**src/rtl/fsne_pkg.sv**
```systemverilog
// shared types, constants and functions for the fat short name encoder
// no dependencies; imported by every other file of the block

package fsne_pkg;

  localparam int BASE_LEN_DEF = 8;
  localparam int EXT_LEN_DEF  = 3;

  localparam int CHAR_W   = 8;
  localparam int STATUS_W = 2;
  localparam int BASE_W   = 64;
  localparam int EXT_W    = 24;
  localparam int LEN_W    = 4;
  localparam int BASE_MAX = BASE_W / CHAR_W;
  localparam int EXT_MAX  = EXT_W / CHAR_W;
  localparam int PREFIX_LEN = 4;
  localparam int RC_W     = 3;

  localparam logic [RC_W-1:0] RC_SAT       = 3'd5;
  localparam logic [RC_W-1:0] RC_PREFIX    = 3'd4;
  localparam logic [RC_W-1:0] RC_SHORT_DEV = 3'd3;
  localparam logic [RC_W-1:0] RC_LONG_DEV  = 3'd4;

  localparam logic [CHAR_W-1:0] NUL_CHAR     = 8'h00;
  localparam logic [CHAR_W-1:0] SPACE_CHAR   = 8'h20;
  localparam logic [CHAR_W-1:0] DOT_CHAR     = 8'h2E;
  localparam logic [CHAR_W-1:0] DELETED_MARK = 8'hE5;

  localparam logic [31:0] DEV_NUL  = 32'h004C554E;
  localparam logic [31:0] DEV_PRN  = 32'h004E5250;
  localparam logic [31:0] DEV_COM1 = 32'h314D4F43;
  localparam logic [31:0] DEV_COM2 = 32'h324D4F43;
  localparam logic [31:0] DEV_COM3 = 32'h334D4F43;
  localparam logic [31:0] DEV_COM4 = 32'h344D4F43;
  localparam logic [31:0] DEV_LPT1 = 32'h3154504C;
  localparam logic [31:0] DEV_LPT2 = 32'h3254504C;
  localparam logic [31:0] DEV_LPT3 = 32'h3354504C;

  typedef enum logic [STATUS_W-1:0] {
    ST_OK       = 2'd0,
    ST_RESERVED = 2'd1,
    ST_INVALID  = 2'd2
  } status_t;

  typedef enum logic [1:0] {
    PH_BASE = 2'b01,
    PH_EXT  = 2'b10
  } phase_t;

  typedef struct packed {
    logic              is_valid;
    logic              is_dot;
    logic [CHAR_W-1:0] upper;
  } char_class_t;

  function automatic logic is_reserved(input logic [RC_W-1:0] rc, input logic [31:0] p);
    logic short_hit;
    logic long_hit;
    short_hit = (p == DEV_NUL) || (p == DEV_PRN);
    long_hit  = (p == DEV_COM1) || (p == DEV_COM2) || (p == DEV_COM3) ||
                (p == DEV_COM4) || (p == DEV_LPT1) || (p == DEV_LPT2) ||
                (p == DEV_LPT3);
    return ((rc == RC_SHORT_DEV) && short_hit) || ((rc == RC_LONG_DEV) && long_hit);
  endfunction

endpackage

```
**src/rtl/fsne_in_if.sv**
```systemverilog
// input channel: one file name byte per transfer
// depends on fsne_pkg

interface fsne_in_if;
  logic                        valid;
  logic                        ready;
  logic [fsne_pkg::CHAR_W-1:0] char_code;

  modport source (output valid, output char_code, input ready);
  modport sink (input valid, input char_code, output ready);
endinterface

```
**src/rtl/fsne_out_if.sv**
```systemverilog
// result channel: packed 8.3 name, length and status per transfer
// depends on fsne_pkg

interface fsne_out_if;
  logic                          valid;
  logic                          ready;
  logic [fsne_pkg::STATUS_W-1:0] status;
  logic [fsne_pkg::BASE_W-1:0]   base_chars;
  logic [fsne_pkg::EXT_W-1:0]    ext_chars;
  logic [fsne_pkg::LEN_W-1:0]    name_length;

  modport source (output valid, output status, output base_chars, output ext_chars,
                  output name_length, input ready);
  modport sink (input valid, input status, input base_chars, input ext_chars,
                input name_length, output ready);
endinterface

```
**src/rtl/fat_short_name_encoder_unit.sv**
```systemverilog
// top level of the fat 8.3 short name encoder
// depends on fsne_pkg, fsne_in_if, fsne_out_if and fsne_char_class
//
// One name byte is taken per clock cycle; the name state is updated in the same
// cycle the byte transfers. A zero byte closes the name and its result appears
// in the result register on the next cycle. Nonzero bytes are always accepted;
// a zero byte waits only while the result register still holds a result that
// has not been taken, so a new name can start right behind the previous one.

module fat_short_name_encoder_unit #(
  parameter int BASE_LEN = fsne_pkg::BASE_LEN_DEF,
  parameter int EXT_LEN  = fsne_pkg::EXT_LEN_DEF
) (
  input  logic        clk,
  input  logic        rst,
  fsne_in_if.sink     char_in,
  fsne_out_if.source  result_out
);
  import fsne_pkg::*;

  localparam int BC_W = $clog2(BASE_LEN + 1);
  localparam int EC_W = $clog2(EXT_LEN + 1);

  char_class_t cls;

  phase_t                              phase, phase_next;
  logic [BC_W-1:0]                     base_count, base_count_next;
  logic [EC_W-1:0]                     ext_count, ext_count_next;
  logic [LEN_W-1:0]                    stored_length, stored_length_next;
  logic [BASE_LEN-1:0][CHAR_W-1:0]     base_buffer, base_buffer_next;
  logic [EXT_LEN-1:0][CHAR_W-1:0]      ext_buffer, ext_buffer_next;
  logic                                error_flag, error_flag_next;
  logic [PREFIX_LEN-1:0][CHAR_W-1:0]   reserved_prefix, reserved_prefix_next;
  logic [RC_W-1:0]                     received_count, received_count_next;

  logic                res_valid;
  logic [STATUS_W-1:0] res_status;
  logic [BASE_W-1:0]   res_base;
  logic [EXT_W-1:0]    res_ext;
  logic [LEN_W-1:0]    res_len;

  logic              in_accept;
  logic              end_of_name;
  logic              name_reserved;
  logic [BASE_W-1:0] base_padded;
  logic [EXT_W-1:0]  ext_padded;

  fsne_char_class u_char_class (
    .char_code (char_in.char_code),
    .cls       (cls)
  );

  assign end_of_name   = (char_in.char_code == NUL_CHAR);
  assign char_in.ready = !res_valid || result_out.ready || !end_of_name;
  assign in_accept     = char_in.valid && char_in.ready;
  assign name_reserved = is_reserved(received_count, reserved_prefix);

  for (genvar i = 0; i < BASE_MAX; i++) begin : g_base_pad
    if (i < BASE_LEN) begin : g_used
      assign base_padded[i*CHAR_W +: CHAR_W] = base_buffer[i];
    end else begin : g_pad
      assign base_padded[i*CHAR_W +: CHAR_W] = SPACE_CHAR;
    end
  end

  for (genvar i = 0; i < EXT_MAX; i++) begin : g_ext_pad
    if (i < EXT_LEN) begin : g_used
      assign ext_padded[i*CHAR_W +: CHAR_W] = ext_buffer[i];
    end else begin : g_pad
      assign ext_padded[i*CHAR_W +: CHAR_W] = SPACE_CHAR;
    end
  end

  always_comb begin
    phase_next           = phase;
    base_count_next      = base_count;
    ext_count_next       = ext_count;
    stored_length_next   = stored_length;
    base_buffer_next     = base_buffer;
    ext_buffer_next      = ext_buffer;
    error_flag_next      = error_flag;
    reserved_prefix_next = reserved_prefix;
    received_count_next  = received_count;
    if (in_accept) begin
      if (end_of_name) begin
        phase_next           = PH_BASE;
        base_count_next      = '0;
        ext_count_next       = '0;
        stored_length_next   = '0;
        base_buffer_next     = {BASE_LEN{SPACE_CHAR}};
        ext_buffer_next      = {EXT_LEN{SPACE_CHAR}};
        error_flag_next      = 1'b0;
        reserved_prefix_next = '0;
        received_count_next  = '0;
      end else begin
        if (received_count < RC_PREFIX) begin
          for (int i = 0; i < PREFIX_LEN; i++) begin
            if (received_count[1:0] == 2'(i)) begin
              reserved_prefix_next[i] = cls.upper;
            end
          end
        end
        if (received_count < RC_SAT) begin
          received_count_next = received_count + RC_W'(1);
        end
        if (!error_flag) begin
          case (phase)
            PH_BASE: begin
              if (cls.is_dot) begin
                if (base_count == '0) begin
                  error_flag_next = 1'b1;
                end else begin
                  stored_length_next = stored_length + LEN_W'(1);
                  phase_next         = PH_EXT;
                end
              end else if (!cls.is_valid) begin
                error_flag_next = 1'b1;
              end else if (base_count < BC_W'(BASE_LEN)) begin
                for (int i = 0; i < BASE_LEN; i++) begin
                  if (base_count == BC_W'(i)) begin
                    base_buffer_next[i] = cls.upper;
                  end
                end
                base_count_next    = base_count + BC_W'(1);
                stored_length_next = stored_length + LEN_W'(1);
              end else begin
                // base full: the character spills into the extension
                phase_next         = PH_EXT;
                ext_buffer_next[0] = cls.upper;
                ext_count_next     = EC_W'(1);
                stored_length_next = stored_length + LEN_W'(1);
              end
            end
            PH_EXT: begin
              if (cls.is_valid && (ext_count < EC_W'(EXT_LEN))) begin
                for (int i = 0; i < EXT_LEN; i++) begin
                  if (ext_count == EC_W'(i)) begin
                    ext_buffer_next[i] = cls.upper;
                  end
                end
                ext_count_next     = ext_count + EC_W'(1);
                stored_length_next = stored_length + LEN_W'(1);
              end else begin
                error_flag_next = 1'b1;
              end
            end
            default: begin
              error_flag_next = 1'b1;
            end
          endcase
        end
      end
    end
  end

  always_ff @(posedge clk) begin
    if (rst) begin
      phase           <= PH_BASE;
      base_count      <= '0;
      ext_count       <= '0;
      stored_length   <= '0;
      base_buffer     <= {BASE_LEN{SPACE_CHAR}};
      ext_buffer      <= {EXT_LEN{SPACE_CHAR}};
      error_flag      <= 1'b0;
      reserved_prefix <= '0;
      received_count  <= '0;
    end else begin
      phase           <= phase_next;
      base_count      <= base_count_next;
      ext_count       <= ext_count_next;
      stored_length   <= stored_length_next;
      base_buffer     <= base_buffer_next;
      ext_buffer      <= ext_buffer_next;
      error_flag      <= error_flag_next;
      reserved_prefix <= reserved_prefix_next;
      received_count  <= received_count_next;
    end
  end

  always_ff @(posedge clk) begin
    if (rst) begin
      res_valid <= 1'b0;
    end else if (in_accept && end_of_name) begin
      res_valid <= 1'b1;
    end else if (result_out.ready) begin
      res_valid <= 1'b0;
    end
  end

  always_ff @(posedge clk) begin
    if (in_accept && end_of_name) begin
      if (name_reserved) begin
        res_status <= ST_RESERVED;
        res_base   <= '0;
        res_ext    <= '0;
        res_len    <= '0;
      end else if (error_flag || (base_count == '0)) begin
        res_status <= ST_INVALID;
        res_base   <= BASE_W'(DELETED_MARK);
        res_ext    <= '0;
        res_len    <= '0;
      end else begin
        res_status <= ST_OK;
        res_base   <= base_padded;
        res_ext    <= ext_padded;
        res_len    <= stored_length;
      end
    end
  end

  assign result_out.valid       = res_valid;
  assign result_out.status      = res_status;
  assign result_out.base_chars  = res_base;
  assign result_out.ext_chars   = res_ext;
  assign result_out.name_length = res_len;

endmodule

```
**src/rtl/fsne_char_class.sv**
```systemverilog
// character classifier: legal short name character, dot, upper-case form
// depends on fsne_pkg

module fsne_char_class (
  input  logic [fsne_pkg::CHAR_W-1:0] char_code,
  output fsne_pkg::char_class_t       cls
);
  import fsne_pkg::*;

  logic is_alnum;
  logic is_lower;
  logic is_special;

  assign is_lower = (char_code >= 8'h61) && (char_code <= 8'h7A);
  assign is_alnum = ((char_code >= 8'h30) && (char_code <= 8'h39)) ||
                    ((char_code >= 8'h41) && (char_code <= 8'h5A)) || is_lower;

  always_comb begin
    case (char_code)
      8'h2D, 8'h2B, 8'h3D, 8'h3B, 8'h2C, 8'h26, 8'h24, 8'h25, 8'h5F, 8'h40,
      8'h5B, 8'h5D, 8'h7B, 8'h7D, 8'h7E, 8'h27, 8'h60, 8'h21, 8'h23, 8'h28,
      8'h29, 8'h96: is_special = 1'b1;
      default: is_special = 1'b0;
    endcase
  end

  assign cls.is_valid = is_alnum || is_special;
  assign cls.is_dot   = (char_code == DOT_CHAR);
  assign cls.upper    = is_lower ? (char_code - 8'h20) : char_code;

endmodule

```
**src/flat_wrapper.sv**
```systemverilog
// flat-port wrapper written by rule: the top's interface ports become plain ports
module fat_short_name_encoder_unit_flat import fsne_pkg::*;
#(
  parameter int BASE_LEN = fsne_pkg::BASE_LEN_DEF,
  parameter int EXT_LEN  = fsne_pkg::EXT_LEN_DEF
)
  (clk, rst, char_in_valid, char_in_char_code, char_in_ready, result_out_valid, result_out_status, result_out_base_chars, result_out_ext_chars, result_out_name_length, result_out_ready);
  fsne_in_if char_in_i ();
  fsne_out_if result_out_i ();
  input  logic clk;
  input  logic rst;
  input wire logic [$bits(char_in_i.valid)-1:0] char_in_valid;
  input wire logic [$bits(char_in_i.char_code)-1:0] char_in_char_code;
  output wire logic [$bits(char_in_i.ready)-1:0] char_in_ready;
  output wire logic [$bits(result_out_i.valid)-1:0] result_out_valid;
  output wire logic [$bits(result_out_i.status)-1:0] result_out_status;
  output wire logic [$bits(result_out_i.base_chars)-1:0] result_out_base_chars;
  output wire logic [$bits(result_out_i.ext_chars)-1:0] result_out_ext_chars;
  output wire logic [$bits(result_out_i.name_length)-1:0] result_out_name_length;
  input wire logic [$bits(result_out_i.ready)-1:0] result_out_ready;
  assign char_in_i.valid = char_in_valid;
  assign char_in_i.char_code = char_in_char_code;
  assign char_in_ready = char_in_i.ready;
  assign result_out_valid = result_out_i.valid;
  assign result_out_status = result_out_i.status;
  assign result_out_base_chars = result_out_i.base_chars;
  assign result_out_ext_chars = result_out_i.ext_chars;
  assign result_out_name_length = result_out_i.name_length;
  assign result_out_i.ready = result_out_ready;
  fat_short_name_encoder_unit #(.BASE_LEN(BASE_LEN), .EXT_LEN(EXT_LEN)) u_core (.clk(clk), .rst(rst), .char_in(char_in_i), .result_out(result_out_i));
endmodule
```
**config.mk**
```make
export PLATFORM = sky130hd
export DESIGN_NAME = fat_short_name_encoder_unit_flat
export DESIGN_NICKNAME = d
export VERILOG_FILES = /design/src/rtl/fsne_pkg.sv /design/src/rtl/fsne_in_if.sv /design/src/rtl/fsne_out_if.sv /design/src/rtl/fat_short_name_encoder_unit.sv /design/src/rtl/fsne_char_class.sv /design/src/flat_wrapper.sv
export SDC_FILE = /design/constraint.sdc
export NUM_CORES = 1
export LEC_CHECK = 0
export BUFFER_PORTS_ARGS = -buffer_cell sky130_fd_sc_hd__buf_4
export CAP_MARGIN = 20
export CORE_MARGIN = 2
export CORE_UTILIZATION = 55
export CTS_BUF_LIST = sky130_fd_sc_hd__clkbuf_16
export CTS_CLUSTER_SIZE = 25
export DETAILED_ROUTE_END_ITERATION = 8
export GPL_ROUTABILITY_DRIVEN = 0
export PLACE_DENSITY = 0.76
export SLEW_MARGIN = 10
export SYNTH_ARGS = -nofsm -noshare
export SYNTH_HDL_FRONTEND = slang
export SYNTH_SLANG_ARGS = --single-unit
```
**constraint.sdc**
```tcl
create_clock -name clk -period 11.9 [get_ports clk]
set_input_delay 1.19 -clock clk [delete_from_list [all_inputs] [get_ports clk]]
set_output_delay 1.19 -clock clk [all_outputs]
set_load 0.1 [all_outputs]
```
==> results.md <==
* Top sig layer: met4
* Layout Cells excl Fill at 1181
* Main synth FF type: dfxtp_1
* Sequential fraction of the synthesis area at 0.574
* Slew at the pin closest to its max-slew limit at 0.942 ns
* Initial antenna violation count at 0
* Setup TNS at 0 ns
* WHS at 0.485 ns
* Slowest stage delay, CP at 0.68 ns
* R2R Path End: u_core.result_out.base_chars[49]
* Total iterations of the first detailed-routing run at 5
* DIE WIDTH at 137 microns
* Setup bufs post-CTS at 0
* Clock Tree Buf Depth at 3
* Core area at 17200 sq um
* CP most frequent cell: buf_4
* Mapped Area at 9690 sq um
* Clk_skew at 0.0120 ns
* TritonCTS clock tree: built
* Register-to-Register Setup Slack at 8.85 ns
* CTS H-tree lvls at 1
* Routed Antenna Nets at 0
* Achievable Freq at 0.239 GHz
* Hold path startpoint: u_core.base_buffer[27]
* Post-synth EDFFs at 94
* Yosys reg bits at 231
* Total number of vias at 6491
* Met1 wire length at 8.84 mm
* Worst Hold Depth at 2
* CTS sink cnt at 231
* Clk pin slew, worst setup/hold paths at 0.06 ns
* Clock Latency Late Sink at 0.51 ns
* Global-route wire length before repair at 32.1 mm
* Overall routed net length at 20.1 mm
* Largest net degree at the start of global routing at 91
* PortBufs at 107
* Area grow syn2layout at 16.7%
* Mean post-synth cell area at 11.4 sq um
* Period minus WS final at 4.18 ns
* Worst EP arrival at 2.99 ns
* Share of cells above drive strength 1 at 0.176
* Final cycle utilization of the critical path at 0.351
* Io pins at 108
* Critical-path top delay cell: and3_1
* Layout Nets at 970
* Max IR drop VDD at 0.000116 V
* Iter 0 DRT Violations at 395
* Simple-gate share of the synthesized area at 0.172
* Slack of the critical path at 7.72 ns
* Worst path bufs/invs at 2
* Hold buffer count at CTS at 0
* Dpl hpwl at 12.9 mm
* Root buf cell: clkbuf_16
* Die Footprint at 18700 sq um
* Final Setup Violations at 0
* Crit path from: char_in_char_code[1]
* Filler Cell Count at 1373
* Met3 WL at 1.15 mm
* Dpl cells at 1139
* Dpl ws at 7.74 ns
* CP max FO at 25
* Distinct cell type count after synthesis at 64
* Final-report hold violation count at 0
* Ys async rst share at 0
* Routed len/inst at 17.1 microns
* Pleak at 4.97 nW
* Compound-Gate Fraction of Synth Area at 0.0817
* Number of cells on the worst reg-to-reg path at 9
* Startpoint Class: input port
* Slew HR at 0.372
* Gr usage total at 0.217
* Largest family of logic cells by synthesized area: simple AND/OR/NAND/NOR gates
* Commonest non-fill, non-tap cells in the layout: nor2_1, dfxtp_1, mux2i_1
* Hold/Removal Path Class: reg2reg
* Congestion Overflow GR at 0
* Worst path top cell family by delay: simple AND/OR/NAND/NOR gates
* Commonest non-fill, non-tap cell in the layout: nor2_1
* Ant diodes at 0
* CP required at 10.71 ns
* Final Max Slew Viols at 0
* Pwr per Cell Area at 138 nW/um^2
* Critical path class: in2out
* Routed wl met2 at 9.76 mm
* Max-cap violations at 0
* DRC Markers at 0
* Vias in the first global route at 6283
* Ys Warns at 0
* Mapped Cells at 853
* Chip height at 137 microns
* CP Cell Sequence: buf_4 -> nor4_4 -> and3_1 -> nand2_1 -> buf_4
* Status: finished clean
* Adder-cell share of the synthesized area at 0.0245
* Syn_nets at 884
* Initial Util at 0.562
* WHS Endpoint: u_core.base_buffer[27]
* Post-CTS resize count at 0
* Vias per Instance at 5.50
* Xor and xnor area share after synthesis at 0.00181
* Unrepaired setup endpoints after global routing: no
* Critical Path End Type: output port
* Crit path depth at 5
* Total CTS buffers at 23
* Worst R2R Start: u_core.received_count[1]
* Mux contribution to synthesized area at 0.117
* Row cnt at 48
[stage by stage]
step	cell area [sq um]	power [mW]	utilization
floorplan	9690	0.919	-
global placement	10600	0.941	0.616
detailed placement	10600	0.944	0.618
CTS	11300	1.58	0.656
global route	11300	1.62	0.656
finish	11300	1.57	0.656
[layout make-up]
| cell class | count | area (sq um) | area share |
|---|---|---|---|
| timing repair buffer | 113 | 868 | 0.0767 |
| tap | 225 | 282 | 0.0249 |
| clock buffer | 23 | 576 | 0.0509 |
| multi-input combinational | 551 | 3860 | 0.341 |
| inverter | 19 | 71.3 | 0.00630 |
| clock inverter | 19 | 92.6 | 0.00818 |
| sequential | 231 | 5570 | 0.492 |
[logic make-up (layout without fill, tap and decap cells)]
kind of cell	count (synthesis)	in the layout
XOR/XNOR	2	2
flip-flops	231	231
AND/OR/NAND/NOR	327	327
buffers and inverters	71	174
multiplexers	113	113
AO/OA/AOI/OAI	90	90
adder cells (fa/ha/maj)	19	19
[Yosys cell counts (all sizes together) (2+ instances only)]
library cell / n / share of area
clkinv: 2 / 0.00077
a221oi: 2 / 0.0036
a211o: 2 / 0.0018
ha: 19 / 0.025
or2: 2 / 0.0013
and3: 6 / 0.0044
o2111a: 2 / 0.0023
a31o: 3 / 0.0027
a41oi: 8 / 0.021
o211ai: 3 / 0.0023
mux2i: 113 / 0.12
dfxtp: 137 / 0.28
nor3: 15 / 0.0077
nand2b: 6 / 0.0039
and3b: 4 / 0.0036
a31oi: 6 / 0.0039
nand3b: 3 / 0.0023
edfxtp: 94 / 0.29
nand3: 9 / 0.0052
o32ai: 2 / 0.0026
nand2: 15 / 0.0058
nand4: 3 / 0.0019
a21oi: 26 / 0.015
inv: 17 / 0.0066
nand4b: 3 / 0.0027
or4: 3 / 0.0023
nor4: 7 / 0.0061
nor2: 151 / 0.059
a21o: 3 / 0.0023
o21ai: 15 / 0.0081
o21a: 2 / 0.0015
nor2b: 5 / 0.0032
clkbuf: 38 / 0.015
nor3b: 2 / 0.0015
o2111ai: 4 / 0.0036
a22oi: 2 / 0.0015
a211oi: 4 / 0.0044
buf: 14 / 0.0071
and2: 89 / 0.057
[registers in the layout, summed over array words and instances (netlist names)]
signal,count
u_core.received_count,3
u_core.result_out.status,2
u_core.result_out.name_length,4
u_core.ext_buffer,24
u_core.ext_count,2
u_core.result_out.valid,1
u_core.phase,2
u_core.stored_length,4
u_core.base_count,4
u_core.result_out.ext_chars,24
u_core.result_out.base_chars,64
u_core.reserved_prefix,32
u_core.error_flag,1
u_core.base_buffer,64
[per-layer routing]
layer,GRT usage,vias to the layer above
met2,0.366,184
li1,-,3154
met5,0,-
met1,0.293,3125
met3,0.0307,28
met4,0.0579,0
[worst max-delay path by stage]
| stage | endpoint | slack [ns] |
|---|---|---|
| floorplan | u_core.error_flag | 4.60 |
| CTS | char_in_ready | 7.77 |
| finish | char_in_ready | 7.72 |
| global placement | u_core.error_flag | 7.79 |
| global route | char_in_ready | 7.59 |
| detailed placement | u_core.base_buffer[56] | 7.74 |
[worst min-delay path, stage by stage (launching register included)]
cell and delay, ns:
dfxtp_1 0.32, mux2i_1 0.06, nor2_1 0.07
[report_power, final]
| group | leakage (nW) | switching (mW) | internal (mW) |
|---|---|---|---|
| clock | 0.344 | 0.288 | 0.352 |
| combinational | 2.58 | 0.0640 | 0.0288 |
| sequential | 2.05 | 0.00714 | 0.827 |
Power figures use the tool's default switching activity.
